<file path="config.mk">
export PLATFORM = sky130hd
export DESIGN_NAME = hlp_ctrl
export DESIGN_NICKNAME = d
export VERILOG_FILES = /design/src/assert_macros.svh /design/src/hlp_pkg.sv /design/src/hlp_ctrl.sv
export SDC_FILE = /design/constraint.sdc
export NUM_CORES = 1
export LEC_CHECK = 0
export ABC_AREA = 1
export BUFFER_PORTS_ARGS = -buffer_cell sky130_fd_sc_hd__buf_4
export CORE_AREA = 2 2 39 41
export DETAILED_ROUTE_END_ITERATION = 8
export DIE_AREA = 0 0 41 43
export GPL_ROUTABILITY_DRIVEN = 0
export GPL_TIMING_DRIVEN = 1
export HOLD_SLACK_MARGIN = 0.15
export SLEW_MARGIN = 25
export SYNTH_ARGS = -nofsm -noshare
export SYNTH_HDL_FRONTEND = slang
export SYNTH_SLANG_ARGS = --single-unit
</file>
<file path="constraint.sdc">
create_clock -name clk -period 1.1 [get_ports clk]
set_clock_uncertainty 0.1 [all_clocks]
set_input_delay 0.22 -clock clk [delete_from_list [all_inputs] [get_ports clk]]
set_output_delay 0.22 -clock clk [all_outputs]
set_load 0.02 [all_outputs]
</file>
<file path="src/assert_macros.svh">
// Assertion helpers for the histogram block.
`ifndef ASSERT_MACROS_SVH
`define ASSERT_MACROS_SVH
`ifndef SYNTHESIS
`define HLP_ASSERT(lbl, clk, rstn, prop, msg) \
  lbl: assert property (@(posedge clk) disable iff (!rstn) prop) else $error(msg);
`define HLP_ASSERT_ALWAYS(lbl, clk, prop, msg) \
  lbl: assert property (@(posedge clk) prop) else $error(msg);
`else
`define HLP_ASSERT(lbl, clk, rstn, prop, msg)
`define HLP_ASSERT_ALWAYS(lbl, clk, prop, msg)
`endif
`endif

</file>
<file path="src/hlp_pkg.sv">
// ----------------------------------------------------------------------------
// hlp_pkg
// Shared constants and types of the latency histogram percentile block.
// ----------------------------------------------------------------------------
package hlp_pkg;
  localparam int HIST_BINS = 1024;
  localparam int IDX_W     = $clog2(HIST_BINS);
  localparam int RCV_W     = IDX_W + 1;
  localparam int CNT_W     = 32;
  localparam int TOT_W     = 42;
  localparam int WSUM_W    = 52;
  localparam int ACC_W     = 49;
  localparam int OIDX_W    = 10;
  localparam int DIV_STEPS = OIDX_W;
  localparam int DSTEP_W   = $clog2(DIV_STEPS);

  typedef enum logic [2:0] {
    ST_LOAD, ST_PREP, ST_DIV, ST_SCAN, ST_DONE
  } hlp_state_t;

  typedef struct packed {
    logic load;
    logic prep;
    logic div_step;
    logic scan_step;
    logic emit;
  } hlp_cmd_t;

  typedef struct packed {
    logic div_last;
    logic scan_done;
    logic total_zero;
  } hlp_stat_t;
endpackage

</file>
<file path="src/hlp_ctrl.sv">
// ----------------------------------------------------------------------------
// hlp_ctrl
// Sequencer: load bins, prepare, divide, scan the store, emit one result; a zero total skips divide and scan.
// ----------------------------------------------------------------------------
module hlp_ctrl import hlp_pkg::*; (
  input  logic      clk,
  input  logic      rst_n,
  input  logic      start,
  input  logic      last_bin,
  input  hlp_stat_t stat,
  output hlp_cmd_t  cmd,
  output logic      busy
);
  hlp_state_t state_r, state_nxt;

  always_ff @(posedge clk) begin
    if (!rst_n) begin
      state_r <= ST_LOAD;
    end else begin
      state_r <= state_nxt;
    end
  end

  always_comb begin
    state_nxt = state_r;
    cmd       = '0;
    busy      = 1'b1;
    unique case (state_r)
      ST_LOAD: begin
        busy     = 1'b0;
        cmd.load = start;
        if (start && last_bin) begin
          state_nxt = ST_PREP;
        end
      end
      ST_PREP: begin
        cmd.prep  = 1'b1;
        state_nxt = stat.total_zero ? ST_DONE : ST_DIV;
      end
      ST_DIV: begin
        cmd.div_step = 1'b1;
        if (stat.div_last) begin
          state_nxt = ST_SCAN;
        end
      end
      ST_SCAN: begin
        cmd.scan_step = 1'b1;
        if (stat.scan_done) begin
          state_nxt = ST_DONE;
        end
      end
      ST_DONE: begin
        cmd.emit  = 1'b1;
        state_nxt = ST_LOAD;
      end
      default: state_nxt = ST_LOAD;
    endcase
  end
endmodule

</file>
==> key figures <==
Outcome
  – Status: complete, but fails checks
  – Failing checks: setup timing

STA
  – Setup violators final: 8
  – Crit path time final: approximately 1.3 ns
  – Crit share post-route: 1.19
  – Setup_tns: -1.35 ns
  – RSZ-0062 raised after global routing: true
  – Rel. slew slack: 0.871
  – Fin. Hold Viols: 0
  – Setup slack after layout: -0.205 ns
  – Hold_ws: ~0.21 ns
  – Worst-Margin Slew: 0.192 ns
  – Fmax: between 0.7 and 0.8 GHz
  – Final Max Tran Viols: 0

Global route
  – Vias in the first global route: 238
  – Global-route wire length before repair: 903 um
  – GRT Overall Usage: 0.0812
  – Overflow after GRT: 0
  – Initial antenna violation count: 0
  – Largest net degree at the start of global routing: 5

Finish
  – Final nets: 67
  – Layout Cells excl Fill: between 70 and 80
  – Final instance area: approximately 480 sq um
  – Finished Core Util: 0.344
  – Diode count: 0
  – Register name with the most flops: state_r
  – Biggest registers after layout: state_r (3)
  – Share of cells above drive strength 1: 0.610
  – Max FFs per register: 3
  – Area Overhead vs Synth: 124%

Setup path
  – Crit. End Element: output port
  – Arr. time, crit path: 0.99 ns
  – Critical path fanouts, max: 4
  – Startpoint types: register
  – Worst Path Class, Setup: reg -> out
  – CP required: 0.78 ns

Placed design
  – Post-place instance area: roughly 370 sq um
  – HPWL after detailed placement: between 400 and 500 um
  – Port bufs: 12
  – Pre-CTS setup slack: -0.117 ns
  – Inst Count DP: between 60 and 70

Floorplanning
  – Initial Util: 0.154
  – IO Pins: 13
  – Core area: 0.00138 sq mm
  – Rows: 14
  – Chip width: around 40 um
  – Die area: 0.00176 sq mm
  – Die H: roughly 43 um

Route
  – Routed Antenna Nets: 0
  – Met2 WL: 406 um
  – Met1 Wirelength: between 200 and 250 um
  – Routed vias: between 200 and 300
  – Initial DRC Count: 5
  – Via density: 3.89
  – Routed WL per cell: between 8 and 9 um
  – Uppermost layer routed: met3
  – DRT Wirelength: around 660 um
  – First-pass DRT Iterations: 4
  – Met3 wire len: 33 um
  – Remaining routing DRC violations: 0

Min path
  – Hold Path Class: in -> reg

Flow run
  – Max_cap viols: 0

Clocking
  – Num CTS Buffers: 3
  – Clk_lat worst skew: 0.23 ns
  – CTS tree: done
  – Clock buffer depth: 2
  – Worst-path clk slew: roughly 0.04 ns
  – Clk sinks: 3
  – Htree depth: 1
  – CTS root buf: clkbuf_4

Pwr
  – PD cells: 1260 mW/mm^2
  – Maximum vdd ir drop: 0.398 mV
  – Static leakage: 0.263 nW
  – Total chip power: 0.602 mW

Synth
  – Syn Area/Cell: 5.91 sq um
  – Syn nets: 43
  – Post-synthesis cell area: 213 sq um
  – Cell variety after synth: 14
  – Synth Register Bits: 3
  – Yosys warnings: 0
  – Seq/Total Area, Yosys: 0.282
  – Number of cells produced by synthesis: 36
==> layout make-up <==
cell class | instances | area [sq um]
tap | 16 | 20.0
timing repair buffer | 19 | 164
inverter | 10 | 37.5
clock buffer | 4 | 26.3
sequential | 3 | 68.8
multi-input combinational | 23 | 160
fill | 154 | 907
==> final timing paths <==
check                                 end  depth (start not counted)                     from  slack [ns]
setup / recovery                   cmd[0]                          3  state_r[0]$_SDFFE_PN0P_       -0.21
hold / removal    state_r[1]$_SDFFE_PN0P_                          4                  stat[0]        0.21
setup reg to reg  state_r[0]$_SDFFE_PN0P_                          8  state_r[0]$_SDFFE_PN0P_       -0.18
hold reg to reg   state_r[2]$_SDFFE_PN0P_                          3  state_r[2]$_SDFFE_PN0P_        0.49
==> critical path, stage by stage (launching register included) <==
cell and delay (ns):
dfxtp_4 0.35, buf_6 0.11, nor3b_2 0.14, buf_4 0.16
==> kinds of logic after synthesis <==
group                  count (synthesis)  synth area share
DFF                                    3             0.282
AOI/OAI and AO/OA                      3            0.0823
and+or+nand+nor                       20             0.459
buffers and inverters                 10             0.176
==> where the power goes <==
| group | internal [mW] | total [mW] | leakage (nW) | switching [mW] |
|---|---|---|---|---|
| logic | 0.138 | 0.276 | 0.222 | 0.138 |
| registers | 0.122 | 0.138 | 0.0264 | 0.0160 |
| clock network | 0.136 | 0.188 | 0.0150 | 0.0520 |
| total | 0.396 | 0.602 | 0.263 | 0.206 |
==> synthesized netlist by cell type <==
master,instances,share of area
nor3_2,1,0.047
nor3_1,1,0.024
nand3_2,1,0.047
dfxtp_1,3,0.28
nor2_1,5,0.088
nand2_1,8,0.14
nor2_2,1,0.029
nor3b_1,1,0.035
nand3_1,2,0.047
inv_2,1,0.018
inv_1,9,0.16
o21bai_1,1,0.035
o21ai_1,1,0.024
o21ai_0,1,0.024
==> layer usage <==
| metal | GRT usage | vias to the layer above |
|---|---|---|
| met4 | 0.0800 | 0 |
| met5 | 0 | - |
| met3 | 0.0314 | 0 |
| met2 | 0.113 | 5 |
| li1 | - | 153 |
| met1 | 0.0863 | 134 |
==> repair_timing <==
item | CTS | global route
hold endpoints to repair | 1 | 0
setup buffers | 1 | 1
resized for setup | 14 | 3
setup endpoints to repair | 6 | 8
hold buffers | 1 | 0
pin swaps | 2 | 3
gates cloned | 0 | 0
==> layout by cell type (no fill, tap or decap) <==
| master | instances |
|---|---|
| buf_4 | 13 |
| buf_6 | 5 |
| clkbuf_1 | 1 |
| clkbuf_4 | 3 |
| dfxtp_2 | 1 |
| dfxtp_4 | 2 |
| dlygate4sd3_1 | 1 |
| inv_1 | 9 |
| inv_2 | 1 |
| nand2_1 | 7 |
| nand2_2 | 1 |
| nand3_2 | 3 |
| nor2_1 | 2 |
| nor2_2 | 1 |
| nor2_4 | 3 |
| nor3_2 | 2 |
| nor3b_2 | 1 |
| o21ai_0 | 1 |
| o21ai_1 | 1 |
| o21bai_1 | 1 |
Power figures use the tool's default switching activity.
